<file path="src/hdl/sbtt_pkg.sv">
`timescale 1ns / 1ps
package sbtt_pkg;

  localparam int DEV_W   = 8;
  localparam int SEC_W   = 32;
  localparam int IDX_W   = 4;
  localparam int COUNT_W = 8;
  localparam int STAT_W  = 3;
  localparam logic [COUNT_W-1:0] COUNT_MAX = {COUNT_W{1'b1}};
  localparam int QDEPTH  = 2;

  typedef enum logic [1:0] {
    OP_ACQUIRE,
    OP_RELEASE,
    OP_BAD_INDEX
  } op_t;

  typedef enum logic [STAT_W-1:0] {
    ST_HIT,
    ST_MISS,
    ST_FULL,
    ST_IN_USE,
    ST_FREED,
    ST_BAD
  } status_t;

  typedef enum logic {
    BK_IDLE,
    BK_COMMIT
  } bk_state_t;

  typedef struct packed {
    op_t              op;
    logic [DEV_W-1:0] device_number;
    logic [SEC_W-1:0] sector_number;
    logic [IDX_W-1:0] slot_index;
    logic             dirty_flag;
  } item_t;

  typedef struct packed {
    logic  valid;
    item_t item;
  } q_head_t;

endpackage

</file>
<file path="src/hdl/sbtt_front.sv">
`timescale 1ns / 1ps
module sbtt_front #(
  parameter int SLOTS = 16
) (
  input  logic                        clk,
  input  logic                        rst_n,
  input  logic                        in_valid,
  output logic                        in_ready,
  input  logic                        in_mode,
  input  logic [sbtt_pkg::DEV_W-1:0]  in_device_number,
  input  logic [sbtt_pkg::SEC_W-1:0]  in_sector_number,
  input  logic [sbtt_pkg::IDX_W-1:0]  in_slot_index,
  input  logic                        in_dirty_flag,
  input  logic                        pop,
  output sbtt_pkg::q_head_t           head
);

  localparam int PW = $clog2(sbtt_pkg::QDEPTH);
  localparam int CW = $clog2(sbtt_pkg::QDEPTH + 1);

  sbtt_pkg::item_t q_r [sbtt_pkg::QDEPTH];
  logic [PW-1:0]   wr_ptr_r, wr_ptr_nxt;
  logic [PW-1:0]   rd_ptr_r, rd_ptr_nxt;
  logic [CW-1:0]   cnt_r, cnt_nxt;
  sbtt_pkg::item_t cls_item;
  logic            push;

  // classify the incoming transaction
  always_comb begin
    cls_item.device_number = in_device_number;
    cls_item.sector_number = in_sector_number;
    cls_item.slot_index    = in_slot_index;
    cls_item.dirty_flag    = in_dirty_flag;
    if (!in_mode) begin
      cls_item.op = sbtt_pkg::OP_ACQUIRE;
    end else if (int'(in_slot_index) < SLOTS) begin
      cls_item.op = sbtt_pkg::OP_RELEASE;
    end else begin
      cls_item.op = sbtt_pkg::OP_BAD_INDEX;
    end
  end

  assign in_ready = (cnt_r != CW'(sbtt_pkg::QDEPTH));
  assign push     = in_valid && in_ready;

  always_comb begin
    wr_ptr_nxt = push ? PW'(wr_ptr_r + 1'b1) : wr_ptr_r;
    rd_ptr_nxt = pop ? PW'(rd_ptr_r + 1'b1) : rd_ptr_r;
    cnt_nxt    = CW'(cnt_r + CW'(push) - CW'(pop));
  end

  always_ff @(posedge clk) begin
    if (!rst_n) begin
      wr_ptr_r <= '0;
      rd_ptr_r <= '0;
      cnt_r    <= '0;
    end else begin
      wr_ptr_r <= wr_ptr_nxt;
      rd_ptr_r <= rd_ptr_nxt;
      cnt_r    <= cnt_nxt;
    end
  end

  always_ff @(posedge clk) begin
    if (push) begin
      q_r[wr_ptr_r] <= cls_item;
    end
  end

  assign head.valid = (cnt_r != '0);
  assign head.item  = q_r[rd_ptr_r];

endmodule

</file>
<file path="src/hdl/sbtt_back.sv">
`timescale 1ns / 1ps
module sbtt_back #(
  parameter int SLOTS = 16
) (
  input  logic                         clk,
  input  logic                         rst_n,
  input  sbtt_pkg::q_head_t            head,
  output logic                         pop,
  output logic                         out_valid,
  input  logic                         out_ready,
  output logic [sbtt_pkg::IDX_W-1:0]   out_slot_out,
  output logic [sbtt_pkg::STAT_W-1:0]  out_status,
  output logic                         out_read_request,
  output logic                         out_write_back
);

  localparam int SW = (SLOTS > 1) ? $clog2(SLOTS) : 1;

  // tag table
  logic [SLOTS-1:0]                 valid_r;
  logic [sbtt_pkg::COUNT_W-1:0]     count_r [SLOTS];
  logic [sbtt_pkg::DEV_W-1:0]       dev_r   [SLOTS];
  logic [sbtt_pkg::SEC_W-1:0]       sec_r   [SLOTS];

  // lookup stage
  logic [SLOTS-1:0] hit_vec_r, hit_vec_nxt;
  logic [SLOTS-1:0] free_vec_r, free_vec_nxt;
  logic [SLOTS-1:0] sel_vec_r, sel_vec_nxt;
  logic [SLOTS-1:0] last_vec_r, last_vec_nxt;
  sbtt_pkg::item_t  item_r;

  sbtt_pkg::bk_state_t state_r, state_nxt;
  logic                load;
  logic                fire;

  // commit stage
  logic [SW-1:0]    hit_idx, free_idx;
  logic             hit_any, free_any, freed;
  logic [SLOTS-1:0] inc_vec, alloc_vec;
  logic [sbtt_pkg::IDX_W-1:0]  res_slot;
  sbtt_pkg::status_t           res_status;
  logic                        res_rd, res_wb;

  logic                        out_valid_r, out_valid_nxt;
  logic [sbtt_pkg::IDX_W-1:0]  out_slot_r;
  logic [sbtt_pkg::STAT_W-1:0] out_status_r;
  logic                        out_rd_r, out_wb_r;

  function automatic logic [SW-1:0] lowest(input logic [SLOTS-1:0] v);
    logic [SW-1:0] r;
    r = '0;
    for (int i = SLOTS - 1; i >= 0; i--) begin
      if (v[i]) begin
        r = SW'(i);
      end
    end
    return r;
  endfunction

  always_comb begin
    for (int i = 0; i < SLOTS; i++) begin
      hit_vec_nxt[i]  = valid_r[i] && (dev_r[i] == head.item.device_number) &&
                        (sec_r[i] == head.item.sector_number);
      free_vec_nxt[i] = !valid_r[i];
      sel_vec_nxt[i]  = valid_r[i] && (head.item.op == sbtt_pkg::OP_RELEASE) &&
                        (int'(head.item.slot_index) == i);
      last_vec_nxt[i] = (count_r[i] <= sbtt_pkg::COUNT_W'(1));
    end
  end

  always_comb begin
    state_nxt = state_r;
    load      = 1'b0;
    fire      = 1'b0;
    unique case (state_r)
      sbtt_pkg::BK_IDLE: begin
        if (head.valid) begin
          load      = 1'b1;
          state_nxt = sbtt_pkg::BK_COMMIT;
        end
      end
      sbtt_pkg::BK_COMMIT: begin
        if (!out_valid_r || out_ready) begin
          fire      = 1'b1;
          state_nxt = sbtt_pkg::BK_IDLE;
        end
      end
      default: state_nxt = sbtt_pkg::BK_IDLE;
    endcase
  end

  assign pop = load;

  always_ff @(posedge clk) begin
    if (!rst_n) begin
      state_r <= sbtt_pkg::BK_IDLE;
    end else begin
      state_r <= state_nxt;
    end
  end

  always_ff @(posedge clk) begin
    if (load) begin
      hit_vec_r  <= hit_vec_nxt;
      free_vec_r <= free_vec_nxt;
      sel_vec_r  <= sel_vec_nxt;
      last_vec_r <= last_vec_nxt;
      item_r     <= head.item;
    end
  end

  always_comb begin
    hit_idx  = lowest(hit_vec_r);
    free_idx = lowest(free_vec_r);
    hit_any  = |hit_vec_r;
    free_any = |free_vec_r;
    freed    = |(sel_vec_r & last_vec_r);
    for (int i = 0; i < SLOTS; i++) begin
      inc_vec[i]   = (item_r.op == sbtt_pkg::OP_ACQUIRE) && hit_any &&
                     (hit_idx == SW'(i));
      alloc_vec[i] = (item_r.op == sbtt_pkg::OP_ACQUIRE) && !hit_any && free_any &&
                     (free_idx == SW'(i));
    end
    res_slot   = item_r.slot_index;
    res_status = sbtt_pkg::ST_BAD;
    res_rd     = 1'b0;
    res_wb     = 1'b0;
    unique case (item_r.op)
      sbtt_pkg::OP_ACQUIRE: begin
        priority if (hit_any) begin
          res_slot   = sbtt_pkg::IDX_W'(hit_idx);
          res_status = sbtt_pkg::ST_HIT;
        end else if (free_any) begin
          res_slot   = sbtt_pkg::IDX_W'(free_idx);
          res_status = sbtt_pkg::ST_MISS;
          res_rd     = 1'b1;
        end else begin
          res_slot   = '0;
          res_status = sbtt_pkg::ST_FULL;
        end
      end
      sbtt_pkg::OP_RELEASE: begin
        if (|sel_vec_r) begin
          res_status = freed ? sbtt_pkg::ST_FREED : sbtt_pkg::ST_IN_USE;
          res_wb     = item_r.dirty_flag;
        end
      end
      default: begin
        res_status = sbtt_pkg::ST_BAD;
      end
    endcase
  end

  always_ff @(posedge clk) begin
    if (!rst_n) begin
      valid_r <= '0;
      for (int i = 0; i < SLOTS; i++) begin
        count_r[i] <= '0;
      end
    end else if (fire) begin
      for (int i = 0; i < SLOTS; i++) begin
        priority if (inc_vec[i]) begin
          if (count_r[i] != sbtt_pkg::COUNT_MAX) begin
            count_r[i] <= sbtt_pkg::COUNT_W'(count_r[i] + 1'b1);
          end
        end else if (alloc_vec[i]) begin
          valid_r[i] <= 1'b1;
          count_r[i] <= sbtt_pkg::COUNT_W'(1);
        end else if (sel_vec_r[i]) begin
          if (count_r[i] != '0) begin
            count_r[i] <= sbtt_pkg::COUNT_W'(count_r[i] - 1'b1);
          end
          if (last_vec_r[i]) begin
            valid_r[i] <= 1'b0;
          end
        end
      end
    end
  end

  // tags carry no reset, only valid slots are compared
  always_ff @(posedge clk) begin
    if (fire) begin
      for (int i = 0; i < SLOTS; i++) begin
        if (alloc_vec[i]) begin
          dev_r[i] <= item_r.device_number;
          sec_r[i] <= item_r.sector_number;
        end
      end
    end
  end

  always_comb begin
    if (fire) begin
      out_valid_nxt = 1'b1;
    end else if (out_ready) begin
      out_valid_nxt = 1'b0;
    end else begin
      out_valid_nxt = out_valid_r;
    end
  end

  always_ff @(posedge clk) begin
    if (!rst_n) begin
      out_valid_r <= 1'b0;
    end else begin
      out_valid_r <= out_valid_nxt;
    end
  end

  always_ff @(posedge clk) begin
    if (fire) begin
      out_slot_r   <= res_slot;
      out_status_r <= res_status;
      out_rd_r     <= res_rd;
      out_wb_r     <= res_wb;
    end
  end

  assign out_valid        = out_valid_r;
  assign out_slot_out     = out_slot_r;
  assign out_status       = out_status_r;
  assign out_read_request = out_rd_r;
  assign out_write_back   = out_wb_r;

endmodule

</file>
<file path="src/hdl/sector_buffer_tag_table.sv">
`timescale 1ns / 1ps
// channel  direction  handshake            payload
// in_      input      in_valid / in_ready  mode, device_number, sector_number, slot_index,
//                                          dirty_flag
// out_     output     out_valid/out_ready  slot_out, status, read_request, write_back
//
// two steps per transaction: one registers the tag match and free vectors of all slots,
// one priority-encodes them, updates the table and loads the output register
// a two-entry queue between the front and the table lets input keep arriving while the
// table waits on out_ready; in_ready drops only when the queue is full
// synchronous active-low reset clears the valid marks, use counts, queue and output valid
module sector_buffer_tag_table #(
  parameter int SLOTS = 16
) (
  input  logic                         clk,
  input  logic                         rst_n,
  input  logic                         in_valid,
  output logic                         in_ready,
  input  logic                         in_mode,
  input  logic [sbtt_pkg::DEV_W-1:0]   in_device_number,
  input  logic [sbtt_pkg::SEC_W-1:0]   in_sector_number,
  input  logic [sbtt_pkg::IDX_W-1:0]   in_slot_index,
  input  logic                         in_dirty_flag,
  output logic                         out_valid,
  input  logic                         out_ready,
  output logic [sbtt_pkg::IDX_W-1:0]   out_slot_out,
  output logic [sbtt_pkg::STAT_W-1:0]  out_status,
  output logic                         out_read_request,
  output logic                         out_write_back
);

  sbtt_pkg::q_head_t head;
  logic              pop;

  sbtt_front #(
    .SLOTS (SLOTS)
  ) u_front (
    .clk              (clk),
    .rst_n            (rst_n),
    .in_valid         (in_valid),
    .in_ready         (in_ready),
    .in_mode          (in_mode),
    .in_device_number (in_device_number),
    .in_sector_number (in_sector_number),
    .in_slot_index    (in_slot_index),
    .in_dirty_flag    (in_dirty_flag),
    .pop              (pop),
    .head             (head)
  );

  sbtt_back #(
    .SLOTS (SLOTS)
  ) u_back (
    .clk              (clk),
    .rst_n            (rst_n),
    .head             (head),
    .pop              (pop),
    .out_valid        (out_valid),
    .out_ready        (out_ready),
    .out_slot_out     (out_slot_out),
    .out_status       (out_status),
    .out_read_request (out_read_request),
    .out_write_back   (out_write_back)
  );

endmodule

</file>
<file path="config.mk">
export PLATFORM = sky130hd
export DESIGN_NAME = sector_buffer_tag_table
export DESIGN_NICKNAME = d
export VERILOG_FILES = /design/src/hdl/sbtt_pkg.sv /design/src/hdl/sbtt_front.sv /design/src/hdl/sbtt_back.sv /design/src/hdl/sector_buffer_tag_table.sv
export SDC_FILE = /design/constraint.sdc
export NUM_CORES = 2
export LEC_CHECK = 0
export ABC_AREA = 1
export ABC_CLOCK_PERIOD_IN_PS = 7400
export BUFFER_PORTS_ARGS = -buffer_cell sky130_fd_sc_hd__buf_2
export CORE_MARGIN = 2
export CORE_UTILIZATION = 40
export DETAILED_ROUTE_END_ITERATION = 10
export MAX_ROUTING_LAYER = met4
export SYNTH_ARGS = -nofsm -noshare
export SYNTH_HDL_FRONTEND = slang
export SYNTH_SLANG_ARGS = --single-unit
</file>
<file path="constraint.sdc">
create_clock -name clk -period 7.4 [get_ports clk]
set_clock_uncertainty 0.15 [all_clocks]
set_input_delay 0.37 -clock clk [delete_from_list [all_inputs] [get_ports clk]]
set_output_delay 0.37 -clock clk [all_outputs]
set_load 0.005 [all_outputs]
</file>
; ---- After elaboration in Yosys (flattened, before gate mapping)
; Memory sizes are Yosys's and may differ from the RTL's. A register that Yosys moved wholly into a read port is not among the register bits.
; Cells that the tools add are included.
[totals]
reg_bits = 142
mem_bits_rw = 860
inputBits = 50
output_inout_bits = 11
word_cells = 1023
n_memories = 4
[mem_list]
columns = memory, words, width, rd, rd_clocked_by_memory_dff, write_ports, line_no
row1 = u_back.sec_r, 16, 32, 16, 0, 1, sbtt_back.sv:23  ; logic [sbtt_pkg::SEC_W-1:0] sec_r [SLOTS];
row2 = u_back.count_r, 16, 8, 16, 0, 16, sbtt_back.sv:21  ; logic [sbtt_pkg::COUNT_W-1:0] count_r [SLOTS];
row3 = u_back.dev_r, 16, 8, 16, 0, 1, sbtt_back.sv:22  ; logic [sbtt_pkg::DEV_W-1:0] dev_r [SLOTS];
row4 = u_front.q_r, 2, 46, 1, 1, 1, sbtt_front.sv:21  ; sbtt_pkg::item_t q_r [sbtt_pkg::QDEPTH];
[classes]
addsub = 36
order_cmp = 16
n_eq_ne = 96
muxes = 545
bitwise = 67
reduce_logical = 225
[ops]
columns = op, n
row1 = == test 32 bit, 16
row2 = 2-to-1 mux 8 bit, 63
row3 = 2-to-1 mux 32 bit, 15
row4 = OR reduction 32 bit, 15
row5 = 2-to-1 mux 1 bit, 396
row6 = 2-to-1 mux 4 bit, 65
row7 = adder 8 x 1 -> 8 bit (second input constant), 16
row8 = == test 8 bit, 16
row9 = less-or-equal comparator 8 x 1 -> 1 bit (second input constant), 16
row10 = inequality test 8 bit (second input constant), 16
row11 = nonzero test 8 bit, 16
row12 = subtractor 8 x 1 -> 8 bit (second input constant), 16
row13 = OR reduction 8 bit, 15
row14 = logical AND 1 bit, 100
row15 = == test 4 bit (second input constant), 24
row16 = nonzero test 2 bit, 34
row17 = AND reduction 4 bit, 16
row18 = OR reduction 16 bit, 4
row19 = == test 4 x 3 -> 1 bit (second input constant), 12
row20 = OR 1 bit, 48
row21 = == test 4 x 2 -> 1 bit (second input constant), 6
row22 = logical NOT 1 bit, 18
row23 = NOT 1 bit, 18
row24 = OR reduction 17 bit, 1
row25 = 15 further kinds, 23

; ---- Longest topological paths before layout
[logic_depth]
word_depth = 37
ltp_mapped = 24
depth_no_buf = 23

; ---- Cells and area by module
; Synthesis repeated with hierarchy kept, for this count alone.
[unflattened]
hier_cells = 4102
area_unflattened_um2 = 47399.2
[modules_own_cells]
columns = mod, n_inst, cells_each, area_per_inst_um2, seq_area_each_um2
row1 = sbtt_back, 1, 3925, 43638.1, 27025.9
row2 = sbtt_front, 1, 177, 3761.1, 2862.7

; ---- Worst setup path before layout
; Ideal clock, no wire load.
[synth_timing]
path_type = register to register
startpoint = reg u_front.cnt_r[1]
endpoint = reg u_front.cnt_r[1]
setup_ns = 0.070
arrival_ns = 7.300
required_time_ns = 7.180
setup_slack_ns = -0.120
path_stages_with_launch = 9
path_buffers = 0
period_less_slack_ns = 7.520
path_cell_list = dfxtp_1 > inv_1 > a21oi_1 > ha_1 > inv_1 > ha_1 > xor2_1 > o21ai_0 > a21oi_1
[synth_between]
elab_chain_len = 4
elab_cells_between_ends = 7
cone_classes = add/sub (2) / eq/ne (1) / mux (2) / reduce/logical (2)
[synth_rtl]
columns = item, line_no
row1 = from (decl), sbtt_front.sv:24  ; logic [CW-1:0] cnt_r, cnt_nxt;
row2 = from (signal assigned), sbtt_front.sv:60  ; cnt_r <= cnt_nxt;
row3 = nonzero test 2 bit, sbtt_front.sv:70  ; assign head.valid = (cnt_r != '0);
row4 = 2-to-1 mux 1 bit, sbtt_back.sv:77  ; if (head.valid) begin
row5 = 2-to-1 mux 1 bit, sbtt_back.sv:75  ; unique case (state_r)
row6 = via pop, sector_buffer_tag_table.sv:33  ; logic pop;
row7 = subtractor 2 x 1 -> 2 bit, sbtt_front.sv:49  ; cnt_nxt = CW'(cnt_r + CW'(push) - CW'(pop));
; The timed path passes the listed nets, and every way through them passes these cells.
; A chain may end at the register's enable or synchronous reset.

==> reports/metrics.csv <==
stage,metric,value,unit
sta,tns,0,ns
detailed_routing,vias,34747,
clock_network,cts-root-buf,clkbuf_16,
global_route,grt_first_pass_wirelength,226000,µm
detailed_routing,first_pass_iters,5,
critical_path,crit_path_cell_trace,"inv_2, buf_4, nand2_1, nand2_2, inv_1, o22ai_1, nor4_1, nand2_1, or4_1, nor2_1",
outcome,status,"complete, no violations",
sta,tightestPinTransition,1.43,ns
die,initial_core_util,40.3,%
place,placed_area,49800,µm²
hold_path,hold_class,input port to register,
detailed_routing,drt_wl_total,159000,µm
critical_path,cpMostUsedCell,nand2_1,
detailed_routing,wire_per_inst,26.5,µm
yosys,synth_top_flop_cell,edfxtp_1,
critical_path,cpMaxStageDelayCell,inv_1,
place,dp_slack,3.15,ns
detailed_routing,postRouteAntennaNets,0,
critical_path,required,7.75,ns
global_route,grt_max_degree,114,
global_route,grt_pass1_vias,33048,
global_route,grt-ovfl-total,0,
yosys,synth_top_area_share,61.6,%
critical_path,crit_fanout,22,
die,rows,126,
place,port_buffers,60,
die,ioPinCount,61,
layout,final_nets,4465,
sta,post-route-min-period,4.28,ns
die,die_area,122000,µm²
sta,setup_violations,0,
clock_network,cts.clk_slew.worst_paths,0.06,ns
yosys,syn-instance-count,4203,
sta,slew_viol_final,0,
yosys,yosysTopAreaCell,edfxtp_1,
sta,relSlewSlack,4.84,%
sta,fin_crit_sh,57.8,%
yosys,syn_area,47700,µm²
yosys,async_flop_share,0,%
sta,fmax,0.234,GHz
critical_path,path_class,register to register,
yosys,synth_area_leaders,"edfxtp_1 (62%), nand2_1 (5.9%), xor2_1 (3.9%)",
critical_path,cp-end-kind,register,
yosys,ys_types,72,
clock_network,clock_latency,0.74,ns
layout,drive_gt1_share,13.3,%
yosys,synth_seq_cells,1002,
place,gp_congestion,0.960,
detailed_routing,drt_iter0_drc,4952,
die,die_h,349,µm
detailed_routing,route.detailed.drc,0,
detailed_routing,vias_per_cell,5.80,
die,fp.coreArea,118000,µm²
global_route,grt_usage,26.4,%
power,vdd_drop_max,0.000700,V
sta,fin_ws,3.12,ns
yosys,synth_edf_count,979,
place,place_hpwl,101000,µm
layout,areaGrowthSynthToFinish,13.1,%
layout,nFillCells,10682,
power,power_density,360,nW/µm²
yosys,synth_area_per_cell,11.3,µm²
clock_network,cts.htree.levels,3,
critical_path,crit_path_start_kind,register,
critical_path,cp.arrival,4.63,ns
clock_network,cts_inserted_buffers,107,
job,drv_cap,0,
yosys,synth-seq-area-share,62.6,%
yosys,syn_nets,4319,
critical_path,critPathMaxStageDelay,0.77,ns
yosys,ys_warn_count,0,
clock_network,cts_tree,yes,
layout,postLayoutCellArea,54000,µm²
clock_network,cts.sinks,1002,
clock_network,clockBufferDepth,3,
clock_network,cts-resized-gates,0,
global_route,antenna_found_initial,18,
sta,rsz0062_at_grt,no,
die,die_x,349,µm
clock_network,postCtsHoldBufs,47,
clock_network,postCtsSetupRepairBufs,0,
sta,final-hold-violation-count,0,
power,leakage,19.2,nW
[state kept, by name, indices dropped and copies added, names as in the netlist, named ones only]
name	flops
u_back.sec_r	512
u_back.count_r	128
u_back.dev_r	128
u_front.q_r	92
u_back.item_r	46
u_back.free_vec_r	16
u_back.hit_vec_r	16
u_back.last_vec_r	16
u_back.sel_vec_r	16
u_back.valid_r	16
u_back.out_slot_out	4
u_back.out_status	3
u_front.cnt_r	2
u_back.out_read_request	1
u_back.out_valid	1
u_back.out_write_back	1
u_back.state_r	1
u_front.rd_ptr_r	1
u_front.wr_ptr_r	1
[layer usage]
layer	part of all wire [%]	routed length [µm]	global-route usage [%]
met1	39	62300	34.6
met2	45	71100	40.0
met3	11	17300	5.07
met4	4.9	7810	11.6
met5	0	0	-
[power by group]
| part | leakage [nW] | internal, mW | switching, mW |
|---|---|---|---|
| clock network | 1.78 | 3.24 | 2.37 |
| registers | 9.22 | 7.35 | 0.881 |
| logic | 8.23 | 1.38 | 4.19 |
| total | 19.2 | 12.0 | 7.43 |
[cell usage in the layout, fill, tap and decap left out, types with 72 or more instances in the layout]
master	instances
edfxtp_1	979
nand2_1	749
inv_1	289
nor2_1	258
xor2_1	211
nand3_1	185
o21ai_0	183
or2_2	118
xnor2_1	117
o22ai_1	111
clkbuf_16	107
nor3_1	86
a221oi_1	85
nor4_1	72
a21oi_1	72
[worst max-delay path: cells and delay by family, from the launching register on]
kind	cells	cell delay (ns)
AO/OA/AOI/OAI	1	0.14
buffers and inverters	3	1.48
flip-flops	1	0.72
AND/OR/NAND/NOR	6	1.56
[final cells by class]
type,count,area (µm²),share of cell area [%]
sequential,1002,29900,55.3
multi-input combinational,2711,15900,29.5
clock buffer,133,2820,5.22
tap,1536,1920,3.56
inverter,353,1330,2.46
timing repair buffer,174,1290,2.39
clock inverter,67,820,1.52
antenna,12,30.0,0.0556
[path summary, 6_finish.rpt]
| kind | startpoint | slack (ns) | depth (start not counted) | to |
|---|---|---|---|---|
| setup / recovery | register | 3.12 | 10 | u_back.hit_vec_r[13] |
| setup reg to reg | register | 3.12 | 10 | u_back.hit_vec_r[13] |
| hold / removal | rst_n | 0.09 | 3 | u_back.count_r[0][127] |
| hold reg to reg | u_front.rd_ptr_r | 0.29 | 1 | register |
[cells by family after synthesis]
kind of cell	after synthesis	synth area share, %
buffers and inverters	490	4.30
muxes	5	0.105
adders and majority gates	66	1.73
xor gates and xnor gates	328	6.02
and+or+nand+nor	1698	16.9
DFF	1002	62.6
AOI/OAI and AO/OA	614	8.33
[stage by stage]
stage	hold WS [ns]	total power [mW]	cells	utilization [%]
after global placement	0.283	13.6	5729	42.1
after detailed placement	0.284	13.7	5729	42.1
final	0.0867	19.4	5988	45.6
after global routing	0.0846	20.0	5984	45.6
after floorplan	0.276	11.0	4203	-
after CTS	0.0334	19.3	5976	45.6
[Yosys cell counts (all sizes together), types with 4 or more instances]
cell type,instances
a31oi,14
xnor2,117
dfxtp,23
a2111oi,4
or2,134
o31ai,4
nand2,790
nor3,93
o211a,7
nor2,295
nand4,75
buf,88
a221oi,85
edfxtp,979
xor2,211
clkbuf,49
nand3b,10
mux2i,5
a211oi,18
a21oi,74
o22ai,111
o211ai,13
o21ai,215
a32o,4
ha,66
o2111ai,11
a22o,34
inv,351
or4,14
nor4,77
nand3,202
Power figures use the tool's default switching activity.
